===== config.mk =====
export PLATFORM = sky130hd
export DESIGN_NAME = ima_adpcm_frame_decoder_core
export DESIGN_NICKNAME = d
export VERILOG_FILES = /design/src/hw/rtl/imadec_pkg.sv /design/src/hw/rtl/ima_adpcm_frame_decoder_core.sv /design/src/hw/rtl/imadec_nibble.sv /design/src/hw/rtl/imadec_rsp_queue.sv
export VERILOG_INCLUDE_DIRS = /design/src /design/src/hw/rtl
export SDC_FILE = /design/constraint.sdc
export NUM_CORES = 1
export LEC_CHECK = 0
export ABC_AREA = 1
export BUFFER_PORTS_ARGS = -buffer_cell sky130_fd_sc_hd__clkbuf_2
export CELL_PAD_IN_SITES_DETAIL_PLACEMENT = 1
export CELL_PAD_IN_SITES_GLOBAL_PLACEMENT = 1
export CORE_MARGIN = 2
export CORE_UTILIZATION = 30
export CTS_CLUSTER_DIAMETER = 150
export DETAILED_ROUTE_END_ITERATION = 7
export GPL_TIMING_DRIVEN = 0
export PLACE_DENSITY_LB_ADDON = 0.1
export SYNTH_ARGS = -nofsm -noshare
export SYNTH_HDL_FRONTEND = slang
export SYNTH_SLANG_ARGS = --single-unit

===== constraint.sdc =====
create_clock -name clock -period 34.4 [get_ports clock]
set_clock_uncertainty 0.1 [all_clocks]
set_input_delay 6.88 -clock clock [delete_from_list [all_inputs] [get_ports clock]]
set_output_delay 6.88 -clock clock [all_outputs]
set_load 0.01 [all_outputs]

===== src/hw/rtl/ima_adpcm_frame_decoder_core_macros.svh =====
// assertion helpers for the adpcm decoder
`ifndef IMA_ADPCM_FRAME_DECODER_CORE_MACROS_SVH
`define IMA_ADPCM_FRAME_DECODER_CORE_MACROS_SVH
`ifndef SYNTHESIS
`define IMADEC_ASSERT_CR(label, clk, rst, prop, msg) \
   label: assert property (@(posedge clk) disable iff (rst) prop) else $error(msg);
`define IMADEC_ASSERT(label, prop, msg) \
   `IMADEC_ASSERT_CR(label, clock, reset, prop, msg)
`else
`define IMADEC_ASSERT_CR(label, clk, rst, prop, msg)
`define IMADEC_ASSERT(label, prop, msg)
`endif
`endif


===== src/hw/rtl/imadec_pkg.sv =====
package imadec_pkg;

   localparam logic [6:0] MAX_INDEX = 7'd88;

   typedef enum logic [1:0] {
      STATUS_OK,
      STATUS_BAD_INDEX,
      STATUS_BAD_LENGTH
   } status_type;

   typedef struct packed {
      logic signed [15:0] sample;
      logic               end_of_frame;
      status_type         status;
   } result_type;

   localparam logic signed [4:0] INDEX_ADJUST [8] = '{
      -5'sd1, -5'sd1, -5'sd1, -5'sd1, 5'sd2, 5'sd4, 5'sd6, 5'sd8
   };

   localparam logic [14:0] STEP_TABLE [89] = '{
      15'd7, 15'd8, 15'd9, 15'd10, 15'd11, 15'd12, 15'd13, 15'd14, 15'd16, 15'd17,
      15'd19, 15'd21, 15'd23, 15'd25, 15'd28, 15'd31, 15'd34, 15'd37, 15'd41, 15'd45,
      15'd50, 15'd55, 15'd60, 15'd66, 15'd73, 15'd80, 15'd88, 15'd97, 15'd107, 15'd118,
      15'd130, 15'd143, 15'd157, 15'd173, 15'd190, 15'd209, 15'd230, 15'd253, 15'd279,
      15'd307, 15'd337, 15'd371, 15'd408, 15'd449, 15'd494, 15'd544, 15'd598, 15'd658,
      15'd724, 15'd796, 15'd876, 15'd963, 15'd1060, 15'd1166, 15'd1282, 15'd1411,
      15'd1552, 15'd1707, 15'd1878, 15'd2066, 15'd2272, 15'd2499, 15'd2749, 15'd3024,
      15'd3327, 15'd3660, 15'd4026, 15'd4428, 15'd4871, 15'd5358, 15'd5894, 15'd6484,
      15'd7132, 15'd7845, 15'd8630, 15'd9493, 15'd10442, 15'd11487, 15'd12635,
      15'd13899, 15'd15289, 15'd16818, 15'd18500, 15'd20350, 15'd22385, 15'd24623,
      15'd27086, 15'd29794, 15'd32767
   };

endpackage


===== src/hw/rtl/ima_adpcm_frame_decoder_core.sv =====
// IMA ADPCM mono packet decoder, one packet byte per request.
// Input channel req_*: req_data_byte with req_first_byte marking the first byte
// of a packet and req_final_byte its last. Result channel rsp_*: one decoded
// sample per result, with rsp_end_of_frame on the last result of the packet
// and rsp_status (ok, bad step index, wrong length).
// Bytes 0/1 carry the predictor, byte 2 the step index (emits sample 0),
// byte 3 is skipped, later bytes give up to two samples each, low nibble first.
// A result is written into the result queue when its request is taken.
// Throughput: one byte per cycle while req_stall is low and bytes give at most
// one result; a byte giving two samples puts both on the single result port in
// turn, so a decoding run fills the queue and req_stall holds bytes back. Both
// nibble decodes of a byte run in the same cycle from the predictor and step
// registers. A four-entry result queue sits between the sides; req_stall rises
// when it cannot take two more results, so a stalled receiver backs up into
// the request side without losing results.
// Reset (synchronous) empties the queue and zeroes the decoder state.
module ima_adpcm_frame_decoder_core #(
   parameter int PACKET_LEN        = 84,
   parameter int SAMPLES_PER_FRAME = 160
) (
   input  logic               clock,
   input  logic               reset,
   input  logic               req_valid,
   output logic               req_stall,
   input  logic [7:0]         req_data_byte,
   input  logic               req_first_byte,
   input  logic               req_final_byte,
   output logic               rsp_valid,
   input  logic               rsp_stall,
   output logic signed [15:0] rsp_sample,
   output logic               rsp_end_of_frame,
   output logic [1:0]         rsp_status
);
   import imadec_pkg::*;

   localparam logic [7:0] PacketLenW = 8'(PACKET_LEN);
   localparam logic [6:0] LastIdx    = 7'(PACKET_LEN - 1);
   localparam logic [7:0] SamplesW   = 8'(SAMPLES_PER_FRAME);

   logic signed [15:0] pred_ff, pred_in;
   logic [6:0]         step_ff, step_in;
   logic [6:0]         byte_counter_ff, byte_counter_in;
   logic [7:0]         sample_counter_ff, sample_counter_in;
   logic [7:0]         held_ff, held_in;
   logic               drop_rest_ff, drop_rest_in;

   logic               accept;
   logic               nearly_full;
   logic               drop;
   logic               bad_index;
   logic [6:0]         idx;
   logic [7:0]         sc;
   logic [1:0]         push_num, push_count;
   result_type         push0, push1, rsp_data;
   status_type         st;
   logic signed [15:0] p0, p1;
   logic [6:0]         i0, i1;

   assign req_stall = nearly_full;
   assign accept    = req_valid && !req_stall;

   imadec_nibble u_nib_lo (
      .pred_in   (pred_ff),
      .index_in  (step_ff),
      .code      (req_data_byte[3:0]),
      .pred_out  (p0),
      .index_out (i0)
   );

   imadec_nibble u_nib_hi (
      .pred_in   (p0),
      .index_in  (i0),
      .code      (req_data_byte[7:4]),
      .pred_out  (p1),
      .index_out (i1)
   );

   always_comb begin
      drop = req_first_byte ? 1'b0 : drop_rest_ff;
      idx  = req_first_byte ? 7'd0 : byte_counter_ff;
      sc   = req_first_byte ? 8'd0 : sample_counter_ff;
      pred_in           = pred_ff;
      step_in           = step_ff;
      byte_counter_in   = idx;
      sample_counter_in = sc;
      held_in           = held_ff;
      drop_rest_in      = drop;
      bad_index         = 1'b0;
      push_count        = 2'd0;
      push0             = '{sample: 16'sd0, end_of_frame: 1'b0, status: STATUS_OK};
      push1             = '{sample: 16'sd0, end_of_frame: 1'b0, status: STATUS_OK};
      st                = STATUS_BAD_LENGTH;
      if (!drop) begin
         byte_counter_in = (idx < 7'd127) ? idx + 7'd1 : 7'd127;
         if (idx == 7'd0) begin
            held_in = req_data_byte;
         end else if (idx == 7'd1) begin
            pred_in = $signed({req_data_byte, held_ff});
         end else if (idx == 7'd2) begin
            if (req_data_byte > {1'b0, MAX_INDEX}) begin
               push0        = '{sample: 16'sd0, end_of_frame: 1'b1, status: STATUS_BAD_INDEX};
               push_count   = 2'd1;
               drop_rest_in = 1'b1;
               bad_index    = 1'b1;
            end else begin
               step_in           = req_data_byte[6:0];
               push0.sample      = pred_ff;
               push_count        = 2'd1;
               sample_counter_in = 8'd1;
            end
         end else if (idx >= 7'd4 && {1'b0, idx} < PacketLenW && sc < SamplesW) begin
            push0.sample      = p0;
            push_count        = 2'd1;
            pred_in           = p0;
            step_in           = i0;
            sample_counter_in = sc + 8'd1;
            if (sc + 8'd1 < SamplesW) begin
               push1.sample      = p1;
               push_count        = 2'd2;
               pred_in           = p1;
               step_in           = i1;
               sample_counter_in = sc + 8'd2;
            end
         end
         // final byte tags the last result, or adds one of its own
         if (req_final_byte && !bad_index) begin
            if (idx == LastIdx && sample_counter_in == SamplesW) st = STATUS_OK;
            drop_rest_in = 1'b1;
            case (push_count)
               2'd0: begin
                  push0      = '{sample: 16'sd0, end_of_frame: 1'b1, status: st};
                  push_count = 2'd1;
               end
               2'd1: begin
                  push0.end_of_frame = 1'b1;
                  push0.status       = st;
               end
               default: begin
                  push1.end_of_frame = 1'b1;
                  push1.status       = st;
               end
            endcase
         end
      end
      push_num = accept ? push_count : 2'd0;
   end

   always_ff @(posedge clock) begin
      if (reset) begin
         pred_ff           <= 16'sd0;
         step_ff           <= 7'd0;
         byte_counter_ff   <= 7'd0;
         sample_counter_ff <= 8'd0;
         held_ff           <= 8'd0;
         drop_rest_ff      <= 1'b0;
      end else if (accept) begin
         pred_ff           <= pred_in;
         step_ff           <= step_in;
         byte_counter_ff   <= byte_counter_in;
         sample_counter_ff <= sample_counter_in;
         held_ff           <= held_in;
         drop_rest_ff      <= drop_rest_in;
      end
   end

   imadec_rsp_queue u_queue (
      .clock       (clock),
      .reset       (reset),
      .push_num    (push_num),
      .push0       (push0),
      .push1       (push1),
      .nearly_full (nearly_full),
      .rsp_valid   (rsp_valid),
      .rsp_stall   (rsp_stall),
      .rsp_data    (rsp_data)
   );

   assign rsp_sample       = rsp_data.sample;
   assign rsp_end_of_frame = rsp_data.end_of_frame;
   assign rsp_status       = rsp_data.status;

endmodule


===== src/hw/rtl/imadec_nibble.sv =====
module imadec_nibble (
   input  logic signed [15:0] pred_in,
   input  logic [6:0]         index_in,
   input  logic [3:0]         code,
   output logic signed [15:0] pred_out,
   output logic [6:0]         index_out
);
   import imadec_pkg::*;

   logic [6:0]         idx_c;
   logic [14:0]        step;
   logic [16:0]        diff;
   logic signed [17:0] sum;
   logic signed [4:0]  adj;
   logic signed [7:0]  ni;

   always_comb begin
      idx_c = (index_in > MAX_INDEX) ? MAX_INDEX : index_in;
      step  = STEP_TABLE[idx_c];
      diff  = {5'd0, step[14:3]};
      if (code[2]) diff = diff + {2'd0, step};
      if (code[1]) diff = diff + {3'd0, step[14:1]};
      if (code[0]) diff = diff + {4'd0, step[14:2]};
      if (code[3]) begin
         sum = {{2{pred_in[15]}}, pred_in} - $signed({1'b0, diff});
      end else begin
         sum = {{2{pred_in[15]}}, pred_in} + $signed({1'b0, diff});
      end
      if (sum < -18'sd32768) begin
         pred_out = 16'sh8000;
      end else if (sum > 18'sd32767) begin
         pred_out = 16'sh7fff;
      end else begin
         pred_out = sum[15:0];
      end
      adj = INDEX_ADJUST[code[2:0]];
      ni  = $signed({1'b0, idx_c}) + {{3{adj[4]}}, adj};
      if (ni < 8'sd0) begin
         index_out = 7'd0;
      end else if (ni > $signed({1'b0, MAX_INDEX})) begin
         index_out = MAX_INDEX;
      end else begin
         index_out = ni[6:0];
      end
   end

endmodule


===== src/hw/rtl/imadec_rsp_queue.sv =====
`include "ima_adpcm_frame_decoder_core_macros.svh"

module imadec_rsp_queue (
   input  logic                   clock,
   input  logic                   reset,
   input  logic [1:0]             push_num,
   input  imadec_pkg::result_type push0,
   input  imadec_pkg::result_type push1,
   output logic                   nearly_full,
   output logic                   rsp_valid,
   input  logic                   rsp_stall,
   output imadec_pkg::result_type rsp_data
);
   import imadec_pkg::*;

   localparam int Depth = 4;

   result_type entry_ff [Depth];
   logic [1:0] wr_ptr_ff, wr_ptr_in;
   logic [1:0] rd_ptr_ff, rd_ptr_in;
   logic [2:0] count_ff, count_in;
   logic       pop;

   assign rsp_valid   = (count_ff != 3'd0);
   assign rsp_data    = entry_ff[rd_ptr_ff];
   assign pop         = rsp_valid && !rsp_stall;
   // room for two results must exist before a request is taken
   assign nearly_full = (count_ff > 3'(Depth - 2));

   always_comb begin
      wr_ptr_in = wr_ptr_ff + push_num;
      rd_ptr_in = rd_ptr_ff + {1'b0, pop};
      count_in  = count_ff + {1'b0, push_num} - {2'd0, pop};
   end

   always_ff @(posedge clock) begin
      if (reset) begin
         wr_ptr_ff <= 2'd0;
         rd_ptr_ff <= 2'd0;
         count_ff  <= 3'd0;
      end else begin
         wr_ptr_ff <= wr_ptr_in;
         rd_ptr_ff <= rd_ptr_in;
         count_ff  <= count_in;
      end
   end

   always_ff @(posedge clock) begin
      if (push_num != 2'd0) entry_ff[wr_ptr_ff] <= push0;
      if (push_num == 2'd2) entry_ff[wr_ptr_ff + 2'd1] <= push1;
   end

   `IMADEC_ASSERT(a_count_bound, count_ff <= 3'(Depth), "result queue overflow")
   `IMADEC_ASSERT(a_push_room, (push_num != 2'd0) |-> !nearly_full, "push while nearly full")
   `IMADEC_ASSERT(a_pop_only, (pop && push_num == 2'd0) |=> (count_ff == $past(count_ff) - 3'd1), "count did not drop on pop")
   `IMADEC_ASSERT(a_ptr_gap, (wr_ptr_ff - rd_ptr_ff) == count_ff[1:0], "pointer and count disagree")

endmodule

Word-level counts from Yosys, hierarchy flattened
Memories as Yosys holds them, arrays and structs flattened. A register that Yosys moved wholly into a read port is not among the register bits. Cells that the tools add are included.

Register bits after elaboration: 54. Bits in latches: 0. RAM bits: 76. ROM bits: 3920. Input port bits: 14. Logic and storage cells: 178. Memories: 5.

$add $sub $neg: 20. Multiply operators: 0. Div/mod/pow operators: 0. Order comparisons: 21. Eq/ne operators: 8. Shift-type cells: 0. Muxes and demuxes: 89. Bitwise gates (word level): 7. Reductions and logical operators: 19.

Memories: (name not given) (words 128, width 15, read ports 1, clocked after Yosys merged registers in 0, write ports 0, line imadec_nibble.sv:19) `step = STEP_TABLE[idx_c];`; (name not given) (words 128, width 15, read ports 1, clocked after Yosys merged registers in 0, write ports 0, line imadec_nibble.sv:19); u_queue.entry_ff (words 4, width 19, read ports 1, clocked after Yosys merged registers in 1, write ports 2, line imadec_rsp_queue.sv:18) `result_type entry_ff [Depth];`; (name not given) (words 8, width 5, read ports 1, clocked after Yosys merged registers in 0, write ports 0, line imadec_nibble.sv:36) `adj = INDEX_ADJUST[code[2:0]];`; (name not given) (words 8, width 5, read ports 1, clocked after Yosys merged registers in 0, write ports 0, line imadec_nibble.sv:36).

Operators by type and width (number): 16-bit two-way mux (17); 17-bit two-way mux (6); 19-bit two-way mux (5); 7-bit two-way mux (13); 8-bit two-way mux (9); 15-bit two-way mux (4); 18-bit by 17-bit adder with 18-bit output (2); 18-bit by 16-bit > comparator with 1-bit output, second input constant (2); 18-bit by 16-bit less-than comparator with 1-bit output, second input constant (2); 18-bit two-way mux (2); 18-bit by 17-bit subtractor with 18-bit output (2); 17-bit by 13-bit adder with 17-bit output (2); 17-bit by 14-bit adder with 17-bit output (2); 12-bit by 15-bit adder with 16-bit output (2); 2-bit two-way mux (12); 5-bit two-way mux (4); 7-bit by 8-bit adder with 8-bit output (2); 8-bit >= comparator, second input constant (2); 8-bit > comparator, second input constant (2); 8-bit by 1-bit less-than comparator with 1-bit output, second input constant (2); 8-bit less-than comparator, second input constant (2); 7-bit NOT with 8-bit output (2); 3-bit two-way mux (5); 7-bit > comparator, second input constant (2); other kinds (33) (59).

Longest topological paths before layout
Gate-level depths: netlist of the first run.

Word-level depth: 31. Mapped depth: 88. Gate-level depth less buffers: 84.

By module
Synthesis of the first run repeated with hierarchy kept, for this count alone.

Cell total of the unflattened synthesis: 3235. Area total of the unflattened synthesis: 20483.4 µm².

Modules (own cells, without submodules): imadec_nibble at u_nib_hi (instances 1, cells each 1112, area each 6363.6 µm², seq. area each 0.0 µm²); imadec_nibble at u_nib_lo (instances 1, cells each 1118, area each 6341.1 µm², seq. area each 0.0 µm²); imadec_rsp_queue (instances 1, cells each 432, area each 4110.2 µm², seq. area each 2422.3 µm²); ima_adpcm_frame_decoder_core (instances 1, cells each 573, area each 3668.5 µm², seq. area each 940.9 µm²).

Worst setup path before layout of the first run
No wires, ideal clock.

Path type: input to register. Start: input port req_data_byte[0]. End: memory u_queue.entry_ff[1][5] (netlist bit), data pin. Setup time: 0.267 ns. Arrival time: 16.718 ns. Slack: 17.315 ns. Cell stages on the path: 65. Cell sequence: inv_1 buf_2 ha_1 or2_2 ha_1 nand2_1 nand2_1 inv_1 nand2_1 nand4_1 nand2_1 nand2_1 nand2_1 buf_4 nand3_1 inv_1 ha_1 inv_1 [29 not listed] nand2_1 a2bb2oi_1 nand2_1 o41ai_1 nand2_1 xnor2_1 ha_1 a21oi_1 o21ai_0 a211oi_1 nand2_1 nand2_1 nand2_2 nand2_4 buf_8 nand2_1 nand3_1 o22ai_1.

RTL lines: start: declaration (line ima_adpcm_frame_decoder_core.sv:25) `input logic [7:0] req_data_byte,`; end: declaration (line imadec_rsp_queue.sv:18).

==> metrics.md, run 1 <==
| Metric | Value |
|---|---|
| Outcome | finished clean |
| Die height | 254 um |
| Clock Tree Buf Depth | 2 |
| Top delay family on crit path | simple AND/OR/NAND/NOR gates |
| Register area share after synthesis | 17.7% |
| CP endpoint kind | flip-flop |
| Max_cap viols | 0 |
| Core Rows | 91 |
| Fin crit share | 59.3% |
| Reg2reg setup slack | 20060 ps |
| CTS Hold Bufs | 0 |
| Core ar. | 61800 um2 |
| Top Ports | 35 |
| Avg Inst Size Synth | 6.33 um2 |
| Min Tclk post-route | 20390 ps |
| Routed WL | 79100 um |
| Area delta synth->final | 9.53% |
| Critical path type | input pin to flip-flop |
| Final Wtd Congestion | 0.938 |
| CP Depth | 65 |
| Synth warn | 0 |
| Post-Synthesis Cells | 2972 |
| Data arrival time of the worst path | 20440 ps |
| CTS tree | built |
| Hold Path Stages | 2 |
| Pin count of the biggest net entering global routing | 19 |
| RR Startpoint | step_ff[6] |
| Share of cells above drive strength 1 | 8.03% |
| Post-Route Setup TNS | 0 ps |
| Top cells by area, synth | nand2_1 15%, edfxtp_1 11%, ha_1 11% |
| Hold WC Path Type | flip-flop to flip-flop |
| CTS root buf | clkbuf_16 |
| Total gr overflow | 0 |
| Die Area | 64700 um2 |
| PostCTS Resize Cnt | 0 |
| Final setup fails | 0 |
| Mapped Area | 18800 um2 |
| GRT Util Overall | 24.2% |
| R2R depth | 64 |
| Fillers | 7993 |
| Max Freq | 0.0491 GHz |
| Async set-reset flop share out of synthesis | 0% |
| Setup Fix Bufs, Post-CTS | 0 |
| CTS H-Tree Depth | 4 |
| Slew of the pin with the lowest slew margin | 997 ps |
| Post-synth cell types | 71 |
| Nets | 3222 |
| Vias in the first global route | 20900 |
| Worst skew pair latency | 430 ps |
| Critical path buffers and inverters | 10 |
| Critical Path Start Type | input pin |
| RSZ-0062 raised after global routing | no |
| Total clock sinks | 130 |
| Area leader, netlist | nand2_1 |
| Initial antenna violation count | 4 |
| Peak fanout along the critical path | 10 |
| Worst path slowest cell | o41ai_1 |
| Routed wire per std cell | 20.4 um |
| Setup crit start | req_data_byte[0] |
| Clk slew on worst S/H paths | 60 ps |
| CP required | 34460 ps |
| Via Count | 20700 |
| Worst Setup EP | u_queue.entry_ff[3][5] |
| First-pass GRT wire length | 122000 um |
| Yosys top cell area share | 14.9% |
| Slew Limit Fails | 0 |
| Drt pass-1 iters | 5 |
| Port Buf Inserts | 34 |
| DP HPWL | 64100 um |
| CP most frequent cell | nand2_1 |
| Vias/cell | 5.33 |
| Initial Util | 30.4% |
| DRT antenna net count | 0 |
| R2r endpoint | u_queue.entry_ff[3][5] |
| Yosys reg bits | 130 |
| Worst path max stage delay | 670 ps |
| EDFF count, synth | 72 |
| Initial DRC Count | 1286 |
| Synth Net Count | 3169 |
| # DRC | 0 |
| Top_reg_cell synth | edfxtp_1 |
| Worst min-delay path startpoint | pred_ff[0] |
| Final hold violations | 0 |
| Worst slew margin | 33.4% |
| Die X | 254 um |
| CTS buffer count | 17 |
| Hold WS | 377 ps |
[sequential cells by signal (all words and copies together) (netlist names)]
register and flops:
u_queue.entry_ff 76, byte_counter_ff 7, drop_rest_ff 1, sample_counter_ff 8, u_queue.wr_ptr_ff 2, held_ff 8, u_queue.rd_ptr_ff 2, step_ff 7
u_queue.count_ff 3, pred_ff 16
[synth_stat cells, types with 24 or more instances]
cell,number
nand2_1,745
inv_1,338
nand3_1,250
nor2_1,246
o21ai_0,213
a21oi_1,198
ha_1,172
o22ai_1,79
edfxtp_1,72
xor2_1,63
dfxtp_1,58
clkbuf_1,56
xnor2_1,48
nand4_1,40
o211ai_1,32
or2_2,31
buf_2,29
nor3_1,25
nand2_2,24
[per-layer routing]
metal	global-route usage, %	share of wire (%)	vias up
li1	-	-	10100
met1	33.2	48	10000
met2	40.7	46	413
met3	2.44	4.0	90
met4	5.87	2.1	2
met5	0	0.010	-
[logic make-up after synthesis]
family,count (synthesis),synth area share (%)
buf+inv,462,10.0
fa+ha+maj,183,12.6
compound gates,643,19.9
flops,130,17.7
xor+xnor,112,5.25
simple gates,1442,34.5
[area by class of cell]
| type | count | area [um2] | share of cell area, % |
|---|---|---|---|
| sequential | 130 | 3320 | 16.1 |
| multi-input combinational | 2380 | 13600 | 66.1 |
| clock buffer | 18 | 429 | 2.08 |
| inverter | 354 | 1330 | 6.45 |
| tap | 837 | 1050 | 5.08 |
| timing repair buffer | 34 | 170 | 0.826 |
| clock inverter | 13 | 136 | 0.662 |
| antenna | 1 | 2.50 | 0.0121 |
| buffer | 108 | 559 | 2.71 |
[metrics by stage]
step                util, %  setup slack [ps]  area, um2  std cells
CTS                    33.3             14080      20600       3874
global placement       32.4             13960      20000       3843
global route           33.3             13090      20600       3875
detailed placement     32.4             13700      20000       3843
finish                 33.3             14010      20600       3875
floorplan                 -             17320      18800       2972
[worst register-to-register path: cells and delay by family, from the launching register on]
family | cells | cell delay (ps)
adder cells (fa/ha/maj) | 7 | 2550
flip-flops | 1 | 470
buffers and inverters | 9 | 2070
XOR/XNOR | 2 | 400
AND/OR/NAND/NOR | 31 | 4780
AO/OA/AOI/OAI | 15 | 3710
[cells in the final DEF, fill, tap and decap left out, types with 10 or more instances in the layout]
master,count
fa_1,11
o21bai_1,11
o22ai_1,79
clkbuf_16,17
nand3_1,250
inv_1,338
nand4_1,40
buf_4,10
edfxtp_1,72
o21ai_0,213
clkbuf_2,34
xnor2_1,48
nor2_1,246
nand2_2,24
clkinv_1,11
o21ai_1,16
nand3_2,16
a21oi_1,198
or2_2,31
o211ai_1,32
dfxtp_1,58
o221ai_1,10
a31oi_1,10
nand3_4,11
ha_1,172
clkbuf_1,57
nor3_1,25
o31ai_1,12
nand2_1,745
xor2_1,63
and2_1,15
nand2_4,14
buf_2,29
[worst min path at each step]
stage                 endpoint
finish              pred_ff[0]
global route        pred_ff[0]
CTS                 pred_ff[0]
detailed placement  pred_ff[0]
global placement    pred_ff[0]
floorplan           pred_ff[0]
Power of run 1 is not shown: default switching activity piles up to over one toggle a cycle in this logic, so the estimate is an artifact.
==> run 2: changes to the inputs <==
- clock period: 34.4 -> 17.7 ns (I/O delays scaled with it)
==> metrics.md, run 2 (same netlist as run 1, synthesis figures left out) <==
| Metric | Value |
|---|---|
| Outcome | finished clean |
| Die Area | 64700 um2 (unchanged) |
| Worst skew pair latency | 430 ps (about the same) |
| Reg2reg setup slack | 3480 ps (-16580 ps) |
| Most frequent cells in the layout | 745 x nand2_1, 337 x inv_1, 250 x nand3_1 |
| Largest register FFs | 76 (unchanged) |
| DR WL met3 | 3260 um (+3.7%) |
| Max Freq | 0.0596 GHz |
| Nets | 3224 (+0.062%) |
| Critical Path Start Type | input pin |
| Worst path slowest cell | o41ai_1 |
| Initial DRC Count | 1177 (-8.5%) |
| Worst path max stage delay | 670 ps (about the same) |
| Via Count | 20700 (+0.024%) |
| Slew of the pin with the lowest slew margin | 992 ps (-4.67 ps) |
| First-pass GRT wire length | 122000 um (unchanged) |
| Met1 wire length | 37800 um (-0.20%) |
| Area delta synth->final | 9.63% (about the same) |
| Total clock sinks | 130 (unchanged) |
| Die height | 254 um (unchanged) |
| Die X | 254 um (unchanged) |
| DRT antenna net count | 0 (unchanged) |
| Core Rows | 91 (unchanged) |
| Drt pass-1 iters | 5 (unchanged) |
| # DRC | 0 (unchanged) |
| Worst min-delay path startpoint | pred_ff[0] |
| Highest routed metal layer | met5 |
| Commonest non-fill, non-tap cell in the layout | nand2_1 |
| Met2 WL | 36300 um (-0.17%) |
| Worst Setup EP | u_queue.entry_ff[3][5] |
| Critical path type | input pin to flip-flop |
| CTS tree | built |
| Port Buf Inserts | 34 (unchanged) |
| CP most frequent cell | nand2_1 |
| CTS root buf | clkbuf_16 |
| Clk slew on worst S/H paths | 60 ps (about the same) |
| Pin count of the biggest net entering global routing | 19 (unchanged) |
| Max_cap viols | 0 (unchanged) |
| CTS H-Tree Depth | 4 (unchanged) |
| RR Startpoint | step_ff[6] |
| Fillers | 7990 (-0.038%) |
| CTS buffer count | 17 (unchanged) |
| Min Tclk post-route | 16790 ps |
| CP endpoint kind | flip-flop |
| Worst slew margin | 33.7% (+0.31 points) |
| Fin crit share | 94.8% |
| Top Ports | 35 (unchanged) |
| Routed WL | 79100 um (about the same) |
| Routed wire per std cell | 20.4 um (about the same) |
| RSZ-0062 raised after global routing | no |
| R2r endpoint | u_queue.entry_ff[3][5] |
| Clock Tree Buf Depth | 2 (unchanged) |
| Initial Util | 30.4% (unchanged) |
| GRT Util Overall | 24.2% (unchanged) |
| Total gr overflow | 0 (unchanged) |
| DP HPWL | 64100 um (unchanged) |
| R2R depth | 71 (+11%) |
| Hold WC Path Type | flip-flop to flip-flop |
| Vias in the first global route | 20900 (unchanged) |
| Final Wtd Congestion | 0.938 (unchanged) |
| Regs by FF count | u_queue.entry_ff: 76 flops, pred_ff: 16 flops |
| Peak fanout along the critical path | 10 (unchanged) |
| Slew Limit Fails | 0 (unchanged) |
| Vias/cell | 5.33 (about the same) |
| Final hold violations | 0 (unchanged) |
| CTS Hold Bufs | 0 (unchanged) |
| Post-Route Setup TNS | 0 ps (unchanged) |
| Core ar. | 61800 um2 (unchanged) |
| Final setup fails | 0 (unchanged) |
| Initial antenna violation count | 4 (unchanged) |
| Setup crit start | req_data_byte[0] |
| Share of cells above drive strength 1 | 8.13% (+0.093 points) |
| Data arrival time of the worst path | 16840 ps (-3600 ps) |
| CP required | 17750 ps (-16710 ps) |
| Most flop-heavy register | u_queue.entry_ff |
run 2: changes by cell type in the layout (fill, tap and decap cells not counted), sizes merged:
cell / change
inv: -1
clkinvlp: +1
buf: +2
run 2: routing by layer:
layer / vias up / GRT usage [%]
met5: - / 0
met1: 10000 / 33.2
li1: 10100 / -
met4: 2 / 5.87
met3: 91 / 2.44
met2: 420 / 40.7
run 2: worst max-delay path, delay by kind of cell:
family	cells	cell delay (ps)
AND/OR/NAND/NOR	30	4590
AO/OA/AOI/OAI	15	3730
adder cells (fa/ha/maj)	8	2820
buffers and inverters	9	1750
XOR/XNOR	2	390
run 2: through the flow:
stage               hold slack [ps]  cells  cell area, um2  utilization (%)  setup slack [ps]
finish                          375   3877           20600             33.4               912
global route                    400   3877           20600             33.4              60.3
CTS                             371   3874           20600             33.3               724
detailed placement              363   3843           20000             32.4               343
global placement                355   3843           20000             32.4               596
floorplan                       345   2972           18800                -              3960
run 2: timing repair:
action / 4_1_cts / 5_1_grt
resized for setup: 0 / 1
setup endpoints to repair: 0 / 69
setup buffers: 0 / 2
run 2: final cells by class:
type | instances | area, um2 | area share, %
diodes | 1 | 2.50 | 0.0121
plain buffers | 108 | 559 | 2.71
clock inverters | 13 | 136 | 0.661
multi-input cells | 2380 | 13600 | 66.0
well taps | 837 | 1050 | 5.08
flip-flops and latches | 130 | 3320 | 16.1
repair buffers | 36 | 185 | 0.898
inverters | 354 | 1330 | 6.46
clock buffers | 18 | 429 | 2.08
run 2: worst min-delay path by stage:
stage / endpoint / slack [ps] / cells after the start
after floorplan: pred_ff[0] / 340 / 2
after global placement: pred_ff[0] / 350 / 2
after detailed placement: pred_ff[0] / 360 / 2
after CTS: pred_ff[0] / 370 / 2
after global routing: pred_ff[0] / 400 / 2
final: pred_ff[0] / 380 / 2
Power of run 2 is left out for the same reason.
==> run 3: changes to the inputs <==
- CORE_UTILIZATION: 30 -> 40
- GPL_ROUTABILITY_DRIVEN: not set -> 0
==> metrics.md, run 3 (same netlist as run 1, synthesis figures left out) <==
| Metric | Value |
|---|---|
| Hold Path Stages | 2 (unchanged) |
| Area delta synth->final | 8.12% |
| Max Freq | 0.0602 GHz (+1.0%) |
| Final setup fails | 0 (unchanged) |
| CTS H-Tree Depth | 4 (unchanged) |
| Share of cells above drive strength 1 | 8.32% (+0.19 points) |
| Die Area | 48800 um2 (-25%) |
| Top Ports | 35 (unchanged) |
| Pin count of the biggest net entering global routing | 19 (unchanged) |
| CTS tree | built |
| Regs by FF count | u_queue.entry_ff: 76 flops, pred_ff: 16 flops |
| Core Rows | 79 (-13%) |
| RSZ-0062 raised after global routing | no |
| Worst path max stage delay | 690 ps (+20 ps) |
| Min Tclk post-route | 16620 ps (-167 ps) |
| R2R depth | 68 (-4.2%) |
| DRT antenna net count | 0 (unchanged) |
| Initial antenna violation count | 0 (-4) |
| Worst slew margin | 21.8% (-12 points) |
| Final hold violations | 0 (unchanged) |
| Worst path slowest cell | o41ai_1 |
| Vias/cell | 5.71 (+7.1%) |
| Reg2reg setup slack | 3620 ps (+140 ps) |
| CTS buffer count | 17 (unchanged) |
| Max_cap viols | 0 (unchanged) |
| Antenna cell count | 0 (-1) |
| R2r endpoint | u_queue.entry_ff[2][5] |
| CP endpoint kind | flip-flop |
| Dpl cell area | 19700 um2 (-1.5%) |
| DP HPWL | 58700 um (-8.5%) |
| Slew Limit Fails | 0 (unchanged) |
| Post-Route Setup TNS | 0 ps (unchanged) |
| Hold EP | pred_ff[0] |
| Largest register FFs | 76 (unchanged) |
| CTS Hold Bufs | 0 (unchanged) |
| Non-filler instance count after layout | 3649 (-5.9%) |
| Critical path type | input pin to flip-flop |
| Peak fanout along the critical path | 10 (unchanged) |
| Most frequent cells in the layout | 745 x nand2_1, 337 x inv_1, 250 x nand3_1 |
| Total clock sinks | 130 (unchanged) |
| Post-placement cell count | 3613 (-6.0%) |
| First-pass GRT wire length | 115000 um (-5.6%) |
| Clock Tree Buf Depth | 2 (unchanged) |
| Vias in the first global route | 21300 (+2.1%) |
| Slew of the pin with the lowest slew margin | 1160 ps (+165 ps) |
| Worst skew pair latency | 440 ps (about the same) |
| GRT Util Overall | 28.8% (+4.6 points) |
| Routed WL | 71800 um (-9.2%) |
| Critical Path Start Type | input pin |
| Outcome | finished clean |
| Final core occ | 43.8% (+10 points) |
| Die X | 221 um (-13%) |
| Fin crit share | 93.9% (-0.94 points) |
| Drt pass-1 iters | 5 (unchanged) |
| CP most frequent cell | nand2_1 |
| Finished Cell Area | 20300 um2 (-1.4%) |
| Total gr overflow | 0 (unchanged) |
| Routed wire per std cell | 19.7 um (-3.5%) |
| Commonest non-fill, non-tap cell in the layout | nand2_1 |
| Nets | 3226 (+0.062%) |
| CTS root buf | clkbuf_16 |
| Initial Util | 40.5% (+10 points) |
| # DRC | 0 (unchanged) |
| Die height | 221 um (-13%) |
| Via Count | 20800 (+0.84%) |
| RR Startpoint | step_ff[3] |
| Critical path buffers and inverters | 10 (+1) |
| Most flop-heavy register | u_queue.entry_ff |
| Top delay family on crit path | simple AND/OR/NAND/NOR gates |
| Port Buf Inserts | 34 (unchanged) |
| Worst min-delay path startpoint | pred_ff[0] |
| CP required | 17760 ps (about the same) |
| Initial DRC Count | 1423 (+21%) |
| Clk slew on worst S/H paths | 70 ps (about the same) |
| Hold WC Path Type | flip-flop to flip-flop |
| Data arrival time of the worst path | 16680 ps (-160 ps) |
| Core ar. | 46500 um2 (-25%) |
run 3: cell count changes in the layout (fill, tap and decap cells not counted):
cell and change:
inv_8 +6, clkinv_4 -4, clkinv_1 -3, inv_6 +3, buf_4 +2, bufinv_16 -2, clkinvlp_4 +2, clkbuf_1 -1
diode_2 -1, o41ai_1 +1, o41ai_2 -1
run 3: routing by layer:
layer / part of all wire [%] / global-route usage [%] / wire, um
met5: 0 / 0 / 0
met2: 48 / 50.1 / 34400
met4: 2.8 / 8.98 / 1980
met3: 4.7 / 3.53 / 3400
met1: 45 / 36.9 / 32000
run 3: worst max-delay path by stage:
stage,start,endpoint,slack [ps],depth (start not counted)
after floorplan,req_data_byte[0],u_queue.entry_ff[1][5],3960,65
after global placement,req_data_byte[0],u_queue.entry_ff[3][5],850,67
after detailed placement,req_data_byte[0],u_queue.entry_ff[2][5],500,67
after CTS,req_data_byte[0],u_queue.entry_ff[2][5],910,67
after global routing,req_data_byte[0],u_queue.entry_ff[2][5],130,68
final,req_data_byte[0],u_queue.entry_ff[2][5],1080,65
run 3: layout make-up:
type / instances / area, um2
Clock buffer: 17 / 425
Fill cell: 6353 / 26100
Sequential cell: 130 / 3320
Timing Repair Buffer: 38 / 200
Clock inverter: 15 / 139
Buffer: 108 / 559
Multi-Input combinational cell: 2380 / 13600
Tap cell: 607 / 759
Inverter: 354 / 1330
run 3: through the flow:
step | setup slack (ps) | hold WS (ps)
floorplan | 3960 | 345
global placement | 845 | 355
detailed placement | 503 | 365
CTS | 905 | 374
global route | 125 | 406
finish | 1080 | 374
run 3: worst reg2reg max path: cells and delay by family, from the launching register on:
kind | cells | cell delay, ps
AO/OA/AOI/OAI | 16 | 3870
XOR/XNOR | 2 | 330
adder cells (fa/ha/maj) | 7 | 2650
buffers and inverters | 11 | 2040
flip-flops | 1 | 320
AND/OR/NAND/NOR | 32 | 4470
run 3: timing repair:
action	4_1_cts	5_1_grt
buffers inserted	0	4
resized for setup	0	1
endpoints found under the setup margin	0	15
endpoints found under the hold margin	0	0
Power of run 3 is left out for the same reason.
